$ cat config.mk
export PLATFORM = sky130hd
export DESIGN_NAME = octahedron_sphere_tessellator_flat
export DESIGN_NICKNAME = d
export VERILOG_FILES = /design/src/sv/ost_pkg.sv /design/src/sv/ost_in_if.sv /design/src/sv/ost_out_if.sv /design/src/sv/octahedron_sphere_tessellator.sv /design/src/flat_wrapper.sv
export SDC_FILE = /design/constraint.sdc
export NUM_CORES = 2
export LEC_CHECK = 0
export BUFFER_PORTS_ARGS = -buffer_cell sky130_fd_sc_hd__buf_2
export CAP_MARGIN = 10
export CORE_MARGIN = 8
export CORE_UTILIZATION = 45
export CTS_CLUSTER_SIZE = 28
export DETAILED_ROUTE_END_ITERATION = 6
export GPL_ROUTABILITY_DRIVEN = 0
export RECOVER_POWER = 25
export SYNTH_ARGS = -nofsm -noshare
export SYNTH_HDL_FRONTEND = slang
export SYNTH_SLANG_ARGS = --single-unit
$ cat constraint.sdc
create_clock -name clk -period 20.9 [get_ports clk]
set_clock_uncertainty 0.15 [all_clocks]
set_input_delay 1.045 -clock clk [delete_from_list [all_inputs] [get_ports clk]]
set_output_delay 1.045 -clock clk [all_outputs]
set_load 0.02 [all_outputs]
$ cat src/sv/ost_pkg.sv
`timescale 1ns / 1ps
// Shared types and constants of the octahedron sphere tessellator.
// No dependencies; the tessellator and its bench import this package.
package ost_pkg;

    typedef enum logic [3:0] {
        ST_IDLE,
        ST_SQ,
        ST_ROOT,
        ST_DIV_INIT,
        ST_DIV,
        ST_STEP,
        ST_POS,
        ST_HSQ,
        ST_HROOT,
        ST_CORDIC,
        ST_FIN
    } state_t;

    typedef logic signed [15:0] comp_t;

    // configuration register indexes
    localparam logic REG_RADIUS = 1'b0;
    localparam logic REG_DETAIL = 1'b1;

    localparam logic [15:0] RADIUS_RESET = 16'd256;
    localparam logic [1:0]  DETAIL_RESET = 2'd3;

    localparam logic [14:0] ONE_Q14 = 15'd16384;

    // last count of each iterative pass
    localparam logic [4:0] ROOT_LAST   = 5'd23;
    localparam logic [4:0] DIV_LAST    = 5'd14;
    localparam logic [4:0] CORDIC_LAST = 5'd15;

    // corner axes of the eight faces
    localparam logic [2:0] FACE_TAB [8][3] = '{
        '{3'd4, 3'd3, 3'd0}, '{3'd1, 3'd4, 3'd0}, '{3'd3, 3'd4, 3'd5}, '{3'd4, 3'd1, 3'd5},
        '{3'd0, 3'd3, 3'd2}, '{3'd0, 3'd2, 3'd1}, '{3'd5, 3'd2, 3'd3}, '{3'd5, 3'd1, 3'd2}
    };

    // unit axes as -1, 0, +1
    localparam logic signed [1:0] AXIS_TAB [6][3] = '{
        '{2'b00, 2'b00, 2'b11}, '{2'b01, 2'b00, 2'b00}, '{2'b00, 2'b11, 2'b00},
        '{2'b11, 2'b00, 2'b00}, '{2'b00, 2'b01, 2'b00}, '{2'b00, 2'b00, 2'b01}
    };

    // arctangent of 2^-i, half turn = 65536
    localparam logic [14:0] ATAN_TAB [16] = '{
        15'd16384, 15'd9672, 15'd5110, 15'd2594, 15'd1302, 15'd652, 15'd326, 15'd163,
        15'd81, 15'd41, 15'd20, 15'd10, 15'd5, 15'd3, 15'd1, 15'd1
    };

endpackage

$ cat src/sv/ost_in_if.sv
`timescale 1ns / 1ps
// Input channel of the tessellator: triangle index and corner.
// Depends on nothing.
interface ost_in_if;
    logic       valid;
    logic       ready;
    logic [8:0] triangle_index;
    logic [1:0] corner;

    modport source (output valid, output triangle_index, output corner, input ready);
    modport sink (input valid, input triangle_index, input corner, output ready);
endinterface

$ cat src/sv/ost_out_if.sv
`timescale 1ns / 1ps
// Output channel of the tessellator: position, normal, texture coordinates.
// Depends on nothing.
interface ost_out_if;
    logic               valid;
    logic               ready;
    logic signed [16:0] pos_x;
    logic signed [16:0] pos_y;
    logic signed [16:0] pos_z;
    logic signed [15:0] norm_x;
    logic signed [15:0] norm_y;
    logic signed [15:0] norm_z;
    logic [0:0]         tex_u;
    logic [16:0]        tex_v;
    logic               in_range;

    modport source (output valid, output pos_x, output pos_y, output pos_z,
                    output norm_x, output norm_y, output norm_z, output tex_u,
                    output tex_v, output in_range, input ready);
    modport sink (input valid, input pos_x, input pos_y, input pos_z,
                  input norm_x, input norm_y, input norm_z, input tex_u,
                  input tex_v, input in_range, output ready);
endinterface

$ cat src/sv/octahedron_sphere_tessellator.sv
`timescale 1ns / 1ps
// Octahedron sphere tessellator: one vertex of a subdivided octahedron per word.
// Depends on ost_pkg, ost_in_if and ost_out_if.

// One word at a time: the block takes a word only when idle and returns one result for it
// after the full sequence for the applied detail level, or straight from the final state
// for an index out of range. The work runs on one shared 17x17 multiplier, a bit-serial
// square root, a restoring divider run once per component and a 16-step CORDIC, all run
// in turn by the sequencer. A finished result sits in an output register, so the next
// word may be accepted while it waits.
module octahedron_sphere_tessellator
    import ost_pkg::*;
#(
    parameter int MAX_DETAIL = 3
)
(
    input  logic        clk,
    input  logic        rst_n,
    input  logic        cfg_we,
    input  logic        cfg_index,
    input  logic [15:0] cfg_data,
    ost_in_if.sink      in_ch,
    ost_out_if.source   out_ch
);

    state_t state_reg, state_next;

    logic [15:0] radius_reg, radius_next;
    logic [1:0]  detail_reg, detail_next;
    logic        out_valid_reg, out_valid_next;
    logic [1:0]  lvl_reg, lvl_next;
    logic [1:0]  m_reg, m_next;
    logic [1:0]  j_reg, j_next;
    logic [4:0]  cnt_reg, cnt_next;

    logic [8:0]  idx_reg, idx_next;
    logic [1:0]  corner_reg, corner_next;
    logic [1:0]  d_reg, d_next;
    logic        rng_reg, rng_next;
    comp_t       tri_reg [3][3];
    comp_t       tri_next [3][3];
    comp_t       mid_reg [3][3];
    comp_t       mid_next [3][3];
    logic [31:0] acc_reg, acc_next;
    logic [47:0] rad_reg, rad_next;
    logic [25:0] srem_reg, srem_next;
    logic [23:0] root_reg, root_next;
    logic [23:0] drem_reg, drem_next;
    logic [14:0] nlow_reg, nlow_next;
    logic [14:0] q_reg, q_next;
    logic signed [25:0] xx_reg, xx_next;
    logic signed [25:0] yy_reg, yy_next;
    logic signed [17:0] ang_reg, ang_next;
    logic signed [16:0] pos_reg [3];
    logic signed [16:0] pos_next [3];

    logic signed [16:0] opos_reg [3];
    logic signed [16:0] opos_next [3];
    comp_t       onorm_reg [3];
    comp_t       onorm_next [3];
    logic [16:0] otexv_reg, otexv_next;
    logic        orng_reg, orng_next;

    // input decode
    logic [1:0]  d_in;
    logic [8:0]  face_full;
    logic        in_rng;
    logic [2:0]  face_in;

    // midpoint operands
    logic [1:0]  pa, pb;
    comp_t       p_j, q_j;
    logic signed [16:0] v_j;
    logic [15:0] vmag;
    logic        vneg;

    // picked vertex
    comp_t       pick [3];
    comp_t       pick_j;
    logic [15:0] pmag_j;
    logic [15:0] pmag_y;

    // shared multiplier
    logic signed [16:0] mul_a, mul_b;
    logic signed [33:0] prod;
    logic [31:0] acc_sum;
    logic [33:0] pround;
    logic signed [16:0] pval;

    // square root step
    logic [27:0] sq_rem2, sq_trial;
    logic        sq_ge;
    logic [23:0] root_step;
    logic [25:0] srem_step;

    // divider step
    logic [38:0] nfull;
    logic [24:0] dv_rem2;
    logic        dv_ge;
    logic [14:0] qf, qc;
    comp_t       midval;

    // CORDIC step
    logic [3:0]  ci;
    logic signed [25:0] sx, sy;
    logic signed [17:0] atan_v;
    logic signed [17:0] ang_c;
    logic [16:0] texv;

    // level step
    logic [1:0]  sh2;
    logic [1:0]  dig;
    logic        out_load;

    function automatic logic signed [25:0] sra_tz(input logic signed [25:0] v,
                                                  input logic [3:0] sh);
        logic [25:0] mag;
        logic [25:0] r;
        mag = v[25] ? 26'(-v) : 26'(v);
        r   = mag >> sh;
        return v[25] ? -signed'(r) : signed'(r);
    endfunction

    // ---------------------------------------------------------------- decode
    always_comb
    begin
        d_in      = (int'(detail_reg) > MAX_DETAIL) ? 2'(MAX_DETAIL) : detail_reg;
        face_full = in_ch.triangle_index >> {d_in, 1'b0};
        in_rng    = face_full < 9'd8;
        face_in   = face_full[2:0];

        pa   = (m_reg == 2'd2) ? 2'd1 : 2'd0;
        pb   = (m_reg == 2'd0) ? 2'd1 : 2'd2;
        p_j  = tri_reg[pa][j_reg];
        q_j  = tri_reg[pb][j_reg];
        v_j  = 17'(p_j) + 17'(q_j);
        vneg = v_j[16];
        vmag = vneg ? 16'(-v_j) : 16'(v_j);

        for (int k = 0; k < 3; k++)
        begin
            pick[k] = tri_reg[corner_reg][k];
        end
        pick_j = pick[j_reg];
        pmag_j = pick_j[15] ? 16'(-pick_j) : 16'(pick_j);
        pmag_y = pick[1][15] ? 16'(-pick[1]) : 16'(pick[1]);

        sh2 = d_reg - 2'd1 - lvl_reg;
        dig = 2'(idx_reg >> {sh2, 1'b0});
    end

    // shared multiplier
    always_comb
    begin
        case (state_reg)
            ST_SQ:
            begin
                mul_a = v_j;
                mul_b = v_j;
            end
            ST_POS:
            begin
                mul_a = signed'({1'b0, pmag_j});
                mul_b = signed'({1'b0, radius_reg});
            end
            ST_HSQ:
            begin
                mul_a = 17'((j_reg == 2'd0) ? pick[0] : pick[2]);
                mul_b = mul_a;
            end
            default:
            begin
                mul_a = '0;
                mul_b = '0;
            end
        endcase
        prod    = mul_a * mul_b;
        acc_sum = acc_reg + prod[31:0];
        pround  = 34'(prod) + 34'd8192;
        pval    = signed'(pround[30:14]);
    end

    // square root, divider and CORDIC steps
    always_comb
    begin
        sq_rem2   = {srem_reg, rad_reg[47:46]};
        sq_trial  = {2'b00, root_reg, 2'b01};
        sq_ge     = sq_rem2 >= sq_trial;
        root_step = {root_reg[22:0], sq_ge};
        srem_step = sq_ge ? 26'(sq_rem2 - sq_trial) : sq_rem2[25:0];

        nfull   = 39'({vmag, 22'b0}) + 39'(root_reg[23:1]);
        dv_rem2 = {drem_reg, nlow_reg[14]};
        dv_ge   = dv_rem2 >= {1'b0, root_reg};
        qf      = {q_reg[13:0], dv_ge};
        qc      = (qf > ONE_Q14) ? ONE_Q14 : qf;
        if (root_reg == '0)
        begin
            midval = p_j;
        end
        else
        begin
            midval = vneg ? -signed'({1'b0, qc}) : signed'({1'b0, qc});
        end

        ci     = cnt_reg[3:0];
        sx     = sra_tz(xx_reg, ci);
        sy     = sra_tz(yy_reg, ci);
        atan_v = signed'({3'b000, ATAN_TAB[ci]});

        if (root_reg == '0)
        begin
            ang_c = '0;
        end
        else if (pick[1] == '0)
        begin
            ang_c = 18'sd32768;
        end
        else if (ang_reg < 0)
        begin
            ang_c = '0;
        end
        else if (ang_reg > 18'sd32768)
        begin
            ang_c = 18'sd32768;
        end
        else
        begin
            ang_c = ang_reg;
        end
        texv = pick[1][15] ? 17'(ang_c) : 17'(18'sd65536 - ang_c);
    end

    // ---------------------------------------------------------------- next state
    always_comb
    begin
        state_next = state_reg;
        unique case (state_reg)
            ST_IDLE:
            begin
                if (in_ch.valid)
                begin
                    if (!in_rng)
                    begin
                        state_next = ST_FIN;
                    end
                    else if (d_in == 2'd0)
                    begin
                        state_next = ST_POS;
                    end
                    else
                    begin
                        state_next = ST_SQ;
                    end
                end
            end
            ST_SQ:
            begin
                if (j_reg == 2'd2)
                begin
                    state_next = ST_ROOT;
                end
            end
            ST_ROOT:
            begin
                if (cnt_reg == ROOT_LAST)
                begin
                    state_next = ST_DIV_INIT;
                end
            end
            ST_DIV_INIT:
            begin
                state_next = ST_DIV;
            end
            ST_DIV:
            begin
                if (cnt_reg == DIV_LAST)
                begin
                    if (j_reg != 2'd2)
                    begin
                        state_next = ST_DIV_INIT;
                    end
                    else if (m_reg != 2'd2)
                    begin
                        state_next = ST_SQ;
                    end
                    else
                    begin
                        state_next = ST_STEP;
                    end
                end
            end
            ST_STEP:
            begin
                state_next = (lvl_reg == d_reg - 2'd1) ? ST_POS : ST_SQ;
            end
            ST_POS:
            begin
                if (j_reg == 2'd2)
                begin
                    state_next = ST_HSQ;
                end
            end
            ST_HSQ:
            begin
                if (j_reg == 2'd1)
                begin
                    state_next = ST_HROOT;
                end
            end
            ST_HROOT:
            begin
                if (cnt_reg == ROOT_LAST)
                begin
                    state_next = ST_CORDIC;
                end
            end
            ST_CORDIC:
            begin
                if (cnt_reg == CORDIC_LAST)
                begin
                    state_next = ST_FIN;
                end
            end
            ST_FIN:
            begin
                if (!out_valid_reg || out_ch.ready)
                begin
                    state_next = ST_IDLE;
                end
            end
            default:
            begin
                state_next = ST_IDLE;
            end
        endcase
    end

    // ---------------------------------------------------------------- outputs
    always_comb
    begin
        radius_next    = radius_reg;
        detail_next    = detail_reg;
        out_valid_next = out_valid_reg;
        lvl_next       = lvl_reg;
        m_next         = m_reg;
        j_next         = j_reg;
        cnt_next       = cnt_reg;
        idx_next       = idx_reg;
        corner_next    = corner_reg;
        d_next         = d_reg;
        rng_next       = rng_reg;
        tri_next       = tri_reg;
        mid_next       = mid_reg;
        acc_next       = acc_reg;
        rad_next       = rad_reg;
        srem_next      = srem_reg;
        root_next      = root_reg;
        drem_next      = drem_reg;
        nlow_next      = nlow_reg;
        q_next         = q_reg;
        xx_next        = xx_reg;
        yy_next        = yy_reg;
        ang_next       = ang_reg;
        pos_next       = pos_reg;
        opos_next      = opos_reg;
        onorm_next     = onorm_reg;
        otexv_next     = otexv_reg;
        orng_next      = orng_reg;
        out_load       = 1'b0;

        if (cfg_we)
        begin
            unique case (cfg_index)
                REG_RADIUS: radius_next = cfg_data;
                REG_DETAIL: detail_next = cfg_data[1:0];
                default:    radius_next = radius_reg;
            endcase
        end

        if (out_valid_reg && out_ch.ready)
        begin
            out_valid_next = 1'b0;
        end

        unique case (state_reg)
            ST_IDLE:
            begin
                if (in_ch.valid)
                begin
                    idx_next    = in_ch.triangle_index;
                    corner_next = (in_ch.corner == 2'd3) ? 2'd2 : in_ch.corner;
                    d_next      = d_in;
                    rng_next    = in_rng;
                    lvl_next    = '0;
                    m_next      = '0;
                    j_next      = '0;
                    cnt_next    = '0;
                    acc_next    = '0;
                    for (int c = 0; c < 3; c++)
                    begin
                        for (int k = 0; k < 3; k++)
                        begin
                            tri_next[c][k] = 16'(AXIS_TAB[FACE_TAB[face_in][c]][k]) <<< 14;
                        end
                    end
                end
            end
            ST_SQ:
            begin
                acc_next = acc_sum;
                j_next   = j_reg + 2'd1;
                if (j_reg == 2'd2)
                begin
                    j_next    = '0;
                    rad_next  = {acc_sum, 16'b0};
                    srem_next = '0;
                    root_next = '0;
                    cnt_next  = '0;
                end
            end
            ST_ROOT, ST_HROOT:
            begin
                rad_next  = rad_reg << 2;
                srem_next = srem_step;
                root_next = root_step;
                cnt_next  = cnt_reg + 5'd1;
                if (cnt_reg == ROOT_LAST)
                begin
                    cnt_next = '0;
                    if (state_reg == ST_HROOT)
                    begin
                        xx_next  = signed'(26'(pmag_y) << 8);
                        yy_next  = signed'(26'(root_step));
                        ang_next = '0;
                    end
                end
            end
            ST_DIV_INIT:
            begin
                drem_next = nfull[38:15];
                nlow_next = nfull[14:0];
                q_next    = '0;
                cnt_next  = '0;
            end
            ST_DIV:
            begin
                drem_next = dv_ge ? 24'(dv_rem2 - {1'b0, root_reg}) : dv_rem2[23:0];
                nlow_next = nlow_reg << 1;
                q_next    = qf;
                cnt_next  = cnt_reg + 5'd1;
                if (cnt_reg == DIV_LAST)
                begin
                    mid_next[m_reg][j_reg] = midval;
                    cnt_next = '0;
                    if (j_reg != 2'd2)
                    begin
                        j_next = j_reg + 2'd1;
                    end
                    else
                    begin
                        j_next = '0;
                        if (m_reg != 2'd2)
                        begin
                            m_next   = m_reg + 2'd1;
                            acc_next = '0;
                        end
                    end
                end
            end
            ST_STEP:
            begin
                // mid 0 = ab, mid 1 = ac, mid 2 = bc
                case (dig)
                    2'd0:
                    begin
                        tri_next[0] = tri_reg[0];
                        tri_next[1] = mid_reg[0];
                        tri_next[2] = mid_reg[1];
                    end
                    2'd1:
                    begin
                        tri_next[0] = tri_reg[1];
                        tri_next[1] = mid_reg[2];
                        tri_next[2] = mid_reg[0];
                    end
                    2'd2:
                    begin
                        tri_next[0] = tri_reg[2];
                        tri_next[1] = mid_reg[1];
                        tri_next[2] = mid_reg[2];
                    end
                    default:
                    begin
                        tri_next[0] = mid_reg[0];
                        tri_next[1] = mid_reg[2];
                        tri_next[2] = mid_reg[1];
                    end
                endcase
                lvl_next = lvl_reg + 2'd1;
                m_next   = '0;
                j_next   = '0;
                acc_next = '0;
            end
            ST_POS:
            begin
                pos_next[j_reg] = pick_j[15] ? -pval : pval;
                j_next = j_reg + 2'd1;
                if (j_reg == 2'd2)
                begin
                    j_next   = '0;
                    acc_next = '0;
                end
            end
            ST_HSQ:
            begin
                acc_next = acc_sum;
                j_next   = j_reg + 2'd1;
                if (j_reg == 2'd1)
                begin
                    j_next    = '0;
                    rad_next  = {acc_sum, 16'b0};
                    srem_next = '0;
                    root_next = '0;
                    cnt_next  = '0;
                end
            end
            ST_CORDIC:
            begin
                // stop rotating once the y residual is exactly zero
                if (yy_reg > 0)
                begin
                    xx_next  = xx_reg + sy;
                    yy_next  = yy_reg - sx;
                    ang_next = ang_reg + atan_v;
                end
                else if (yy_reg < 0)
                begin
                    xx_next  = xx_reg - sy;
                    yy_next  = yy_reg + sx;
                    ang_next = ang_reg - atan_v;
                end
                cnt_next = (cnt_reg == CORDIC_LAST) ? 5'd0 : cnt_reg + 5'd1;
            end
            ST_FIN:
            begin
                if (!out_valid_reg || out_ch.ready)
                begin
                    out_load       = 1'b1;
                    out_valid_next = 1'b1;
                    orng_next      = rng_reg;
                    for (int k = 0; k < 3; k++)
                    begin
                        opos_next[k]  = rng_reg ? pos_reg[k] : '0;
                        onorm_next[k] = rng_reg ? pick[k] : '0;
                    end
                    otexv_next = rng_reg ? texv : '0;
                end
            end
            default:
            begin
                out_load = 1'b0;
            end
        endcase
    end

    // ---------------------------------------------------------------- registers
    always_ff @(posedge clk or negedge rst_n)
    begin
        if (!rst_n)
        begin
            state_reg     <= ST_IDLE;
            radius_reg    <= RADIUS_RESET;
            detail_reg    <= DETAIL_RESET;
            out_valid_reg <= 1'b0;
            lvl_reg       <= '0;
            m_reg         <= '0;
            j_reg         <= '0;
            cnt_reg       <= '0;
        end
        else
        begin
            state_reg     <= state_next;
            radius_reg    <= radius_next;
            detail_reg    <= detail_next;
            out_valid_reg <= out_valid_next;
            lvl_reg       <= lvl_next;
            m_reg         <= m_next;
            j_reg         <= j_next;
            cnt_reg       <= cnt_next;
        end
    end

    always_ff @(posedge clk)
    begin
        idx_reg    <= idx_next;
        corner_reg <= corner_next;
        d_reg      <= d_next;
        rng_reg    <= rng_next;
        tri_reg    <= tri_next;
        mid_reg    <= mid_next;
        acc_reg    <= acc_next;
        rad_reg    <= rad_next;
        srem_reg   <= srem_next;
        root_reg   <= root_next;
        drem_reg   <= drem_next;
        nlow_reg   <= nlow_next;
        q_reg      <= q_next;
        xx_reg     <= xx_next;
        yy_reg     <= yy_next;
        ang_reg    <= ang_next;
        pos_reg    <= pos_next;
        opos_reg   <= opos_next;
        onorm_reg  <= onorm_next;
        otexv_reg  <= otexv_next;
        orng_reg   <= orng_next;
    end

    assign in_ch.ready     = (state_reg == ST_IDLE);
    assign out_ch.valid    = out_valid_reg;
    assign out_ch.pos_x    = opos_reg[0];
    assign out_ch.pos_y    = opos_reg[1];
    assign out_ch.pos_z    = opos_reg[2];
    assign out_ch.norm_x   = onorm_reg[0];
    assign out_ch.norm_y   = onorm_reg[1];
    assign out_ch.norm_z   = onorm_reg[2];
    assign out_ch.tex_u    = 1'b0;
    assign out_ch.tex_v    = otexv_reg;
    assign out_ch.in_range = orng_reg;

`ifndef SYNTH
    a_accept_leaves_idle: assert property (@(posedge clk) disable iff (!rst_n)
        in_ch.valid && in_ch.ready |=> state_reg != ST_IDLE)
        else $error("accepted word did not start the sequencer");

    a_load_sets_valid: assert property (@(posedge clk) disable iff (!rst_n)
        out_load |=> out_ch.valid)
        else $error("result load did not raise valid");

    a_norm_bound: assert property (@(posedge clk) disable iff (!rst_n)
        out_ch.valid |-> (out_ch.norm_x <= 16'sd16384 && out_ch.norm_x >= -16'sd16384
                          && out_ch.norm_y <= 16'sd16384 && out_ch.norm_y >= -16'sd16384))
        else $error("normal component out of unit range");

    a_out_of_range_zero: assert property (@(posedge clk) disable iff (!rst_n)
        out_ch.valid && !out_ch.in_range |-> out_ch.tex_v == '0 && out_ch.pos_x == '0)
        else $error("out-of-range result carries data");

    a_div_count: assert property (@(posedge clk) disable iff (!rst_n)
        state_reg == ST_DIV |-> cnt_reg <= DIV_LAST)
        else $error("divider ran past its last step");
`endif

endmodule

$ cat src/flat_wrapper.sv
// flat-port wrapper written by rule: the top's interface ports become plain ports
module octahedron_sphere_tessellator_flat import ost_pkg::*;
#(
    parameter int MAX_DETAIL = 3
)
  (clk, rst_n, cfg_we, cfg_index, cfg_data, in_ch_valid, in_ch_triangle_index, in_ch_corner, in_ch_ready, out_ch_valid, out_ch_pos_x, out_ch_pos_y, out_ch_pos_z, out_ch_norm_x, out_ch_norm_y, out_ch_norm_z, out_ch_tex_u, out_ch_tex_v, out_ch_in_range, out_ch_ready);
  ost_in_if in_ch_i ();
  ost_out_if out_ch_i ();
  input  logic clk;
  input  logic rst_n;
  input  logic cfg_we;
  input  logic cfg_index;
  input  logic [15:0] cfg_data;
  input wire logic [$bits(in_ch_i.valid)-1:0] in_ch_valid;
  input wire logic [$bits(in_ch_i.triangle_index)-1:0] in_ch_triangle_index;
  input wire logic [$bits(in_ch_i.corner)-1:0] in_ch_corner;
  output wire logic [$bits(in_ch_i.ready)-1:0] in_ch_ready;
  output wire logic [$bits(out_ch_i.valid)-1:0] out_ch_valid;
  output wire logic [$bits(out_ch_i.pos_x)-1:0] out_ch_pos_x;
  output wire logic [$bits(out_ch_i.pos_y)-1:0] out_ch_pos_y;
  output wire logic [$bits(out_ch_i.pos_z)-1:0] out_ch_pos_z;
  output wire logic [$bits(out_ch_i.norm_x)-1:0] out_ch_norm_x;
  output wire logic [$bits(out_ch_i.norm_y)-1:0] out_ch_norm_y;
  output wire logic [$bits(out_ch_i.norm_z)-1:0] out_ch_norm_z;
  output wire logic [$bits(out_ch_i.tex_u)-1:0] out_ch_tex_u;
  output wire logic [$bits(out_ch_i.tex_v)-1:0] out_ch_tex_v;
  output wire logic [$bits(out_ch_i.in_range)-1:0] out_ch_in_range;
  input wire logic [$bits(out_ch_i.ready)-1:0] out_ch_ready;
  assign in_ch_i.valid = in_ch_valid;
  assign in_ch_i.triangle_index = in_ch_triangle_index;
  assign in_ch_i.corner = in_ch_corner;
  assign in_ch_ready = in_ch_i.ready;
  assign out_ch_valid = out_ch_i.valid;
  assign out_ch_pos_x = out_ch_i.pos_x;
  assign out_ch_pos_y = out_ch_i.pos_y;
  assign out_ch_pos_z = out_ch_i.pos_z;
  assign out_ch_norm_x = out_ch_i.norm_x;
  assign out_ch_norm_y = out_ch_i.norm_y;
  assign out_ch_norm_z = out_ch_i.norm_z;
  assign out_ch_tex_u = out_ch_i.tex_u;
  assign out_ch_tex_v = out_ch_i.tex_v;
  assign out_ch_in_range = out_ch_i.in_range;
  assign out_ch_i.ready = out_ch_ready;
  octahedron_sphere_tessellator #(.MAX_DETAIL(MAX_DETAIL)) u_core (.clk(clk), .rst_n(rst_n), .cfg_we(cfg_we), .cfg_index(cfg_index), .cfg_data(cfg_data), .in_ch(in_ch_i), .out_ch(out_ch_i));
endmodule
==> results.json <==
{
  "drt_iter0_drc": 5721,
  "crit_path_frequent_cell": "fa_1",
  "startpoint_type": "flop",
  "critical-path-slowest-cell": "clkinv_1",
  "num_rows": 138,
  "syn_to_final_growth_pct": 8.159,
  "synthCells": 6922,
  "yosysSeqAreaShare": 0.3467,
  "cts.clk_slew.worst_paths_ns": 0.06,
  "hpwl_um": 150100,
  "end_kind": "flop",
  "worst_slew_pin_slew_ns": 3.144,
  "cts_resized": 0,
  "grt_pass1_vias": 51870,
  "fin_setup_tns_ns": 0,
  "slowest_delay_ns": 0.82,
  "overflow": 0,
  "die_width_um": 392.0,
  "crit_fanout": 31,
  "synth_seq_cells": 740,
  "fin_crit_ns": 14.35,
  "async_flop_share": 0.04595,
  "arrival_ns": 14.63,
  "report.final.hold_viol_count": 0,
  "die_area_mm2": 0.1537,
  "ant_nets": 0,
  "finalMaxSlewViolations": 375,
  "synth_ff_type": "edfxtp_1",
  "final_common_cell": "nand2_1",
  "synth.distinct_cells": 118,
  "hold_buffers": 0,
  "maxCapViolCount": 9,
  "routedWlPerCell_um": 23.54,
  "cts_root_buf": "clkbuf_16",
  "failed_checks": "capacitance limit, slew limit",
  "fin_crit_sh": 0.6866,
  "io_pins": 153,
  "rsz0062_at_grt": "no",
  "initial_core_util": 0.4516,
  "synth_area_per_cell_um2": 9.191,
  "cp.required_ns": 21.18,
  "grt_pass1_wl_um": 315900,
  "max-clock-path-buffers": 3,
  "io_buffer_count": 151,
  "slew_headroom": -1.096,
  "clock-sinks": 740,
  "num-fill-cells": 13380,
  "drive_above_1_share": 0.07604,
  "via_per_inst": 6.103,
  "synth_edf_count": 706,
  "htreeDepth": 3,
  "first_pass_iters": 7,
  "hp-class": "input pin to flop",
  "grt_max_degree": 89,
  "setup_viol": 0,
  "core-area_mm2": 0.1409,
  "antenna_found_initial": 8,
  "numCtsBuffers": 86,
  "path_delay_family": "compound AO/OA/AOI/OAI gates",
  "vias": 53840,
  "crit_buf_inv": 7,
  "grtUsageTotal": 0.2629,
  "critPathKind": "flop to flop",
  "routed_wl_um": 207700,
  "status": "finished with violations",
  "cts_tree": "built",
  "nNetsFinal": 7469,
  "postCtsSetupBuffers": 0,
  "syn_nets": 7522,
  "layout_common_cells": "nand2_1 (854), edfxtp_1 (706), nor2_1 (699)",
  "drc_errors": 0,
  "dieHeight_um": 392.0,
  "max_freq_ghz": 0.06969,
  "clk_latency_ns": 0.74,
  "syn-cell-area_mm2": 0.06362,
  "yosys_warnings": 0
}
routing by layer:
| metal | vias to the layer above | wire length [um] | global-route usage |
|---|---|---|---|
| met1 | 26250 | 86090 | 0.3551 |
| met4 | 2 | 10770 | 0.1200 |
| met2 | 2393 | 92220 | 0.4095 |
| met3 | 489 | 18590 | 0.05046 |
| li1 | 24710 | - | - |
| met5 | - | 11 | 0 |
final cells by class:
cell class	instances	area [um2]	area share
Inverter	453	1703	0.02475
Clock inverter	47	508.0	0.007382
Timing Repair Buffer	266	1424	0.02069
Multi-Input combinational cell	5322	38520	0.5597
Tap cell	1890	2365	0.03436
Sequential cell	740	22070	0.3207
Antenna cell	2	5.005	0.00007273
Clock buffer	103	2226	0.03235
final timing paths:
| check | startpoint | end | slack (ns) | cells past startpoint |
|---|---|---|---|---|
| setup reg to reg | u_core.j_reg[0]$_DFFE_PN0P_ | u_core.rad_reg[46]$_DFFE_PP_ | 6.55 | 47 |
| hold / removal | in_ch_triangle_index[2] | u_core.idx_reg[2]$_DFFE_PP_ | 0.36 | 1 |
| hold reg to reg | u_core.lvl_reg[1]$_DFFE_PN0P_ | u_core.lvl_reg[1]$_DFFE_PN0P_ | 0.36 | 1 |
| min in group asynchronous | rst_n | u_core.out_ch.valid$_DFF_PN0_ | 0.84 | 1 |
| setup / recovery | u_core.j_reg[0]$_DFFE_PN0P_ | u_core.rad_reg[46]$_DFFE_PP_ | 6.55 | 47 |
| max in group asynchronous | rst_n | u_core.cnt_reg[0]$_DFFE_PN0P_ | 18.09 | 1 |
cells by family after synthesis:
logic type | Yosys count | synth area share
AO/OA/AOI/OAI | 1686 | 0.1757
XOR/XNOR | 389 | 0.05379
adder cells (fa/ha/maj) | 567 | 0.1455
buffers and inverters | 860 | 0.05215
flip-flops | 740 | 0.3467
multiplexers | 250 | 0.04757
other | 1 | 0.00005894
AND/OR/NAND/NOR | 2429 | 0.1786
Yosys cell counts (42+ instances only):
library cell,n,area (um2)
mux2_2,88,991.0
ha_1,279,3491
o21ai_0,341,1707
or3_1,59,369.1
xnor2_1,233,2041
a21oi_1,491,2457
and3_1,50,312.8
nor2_1,720,2703
a21o_1,80,600.6
clkbuf_1,306,1149
and2_1,148,925.9
fa_1,288,5766
mux2i_1,125,1251
nand3_1,123,615.6
a31oi_1,58,362.9
nand4_1,42,262.8
a211oi_1,66,495.5
nand2b_1,61,381.6
nor2b_1,49,306.5
nor3_1,128,640.6
inv_1,447,1678
xor2_1,154,1349
a22oi_1,56,420.4
a311oi_1,60,525.5
nand2_1,855,3209
buf_1,56,210.2
edfxtp_1,706,21200
stage by stage:
step | cell area [um2] | hold WS [ns] | std cells | setup WS [ns] | util
after global routing | 68810 | 0.3272 | 8821 | 5.787 | 0.4884
final | 68810 | 0.3559 | 8823 | 6.551 | 0.4884
after global placement | 66250 | 0.3499 | 8667 | 7.129 | 0.4702
after CTS | 68990 | 0.2968 | 8819 | 6.666 | 0.4897
after floorplan | 63620 | 0.2744 | 6922 | 8.061 | -
after detailed placement | 66260 | 0.3502 | 8669 | 6.730 | 0.4703
Power is left out: the tool's default activity adds up to more than one toggle a clock period on the data nets, which glitch-free logic cannot reach.
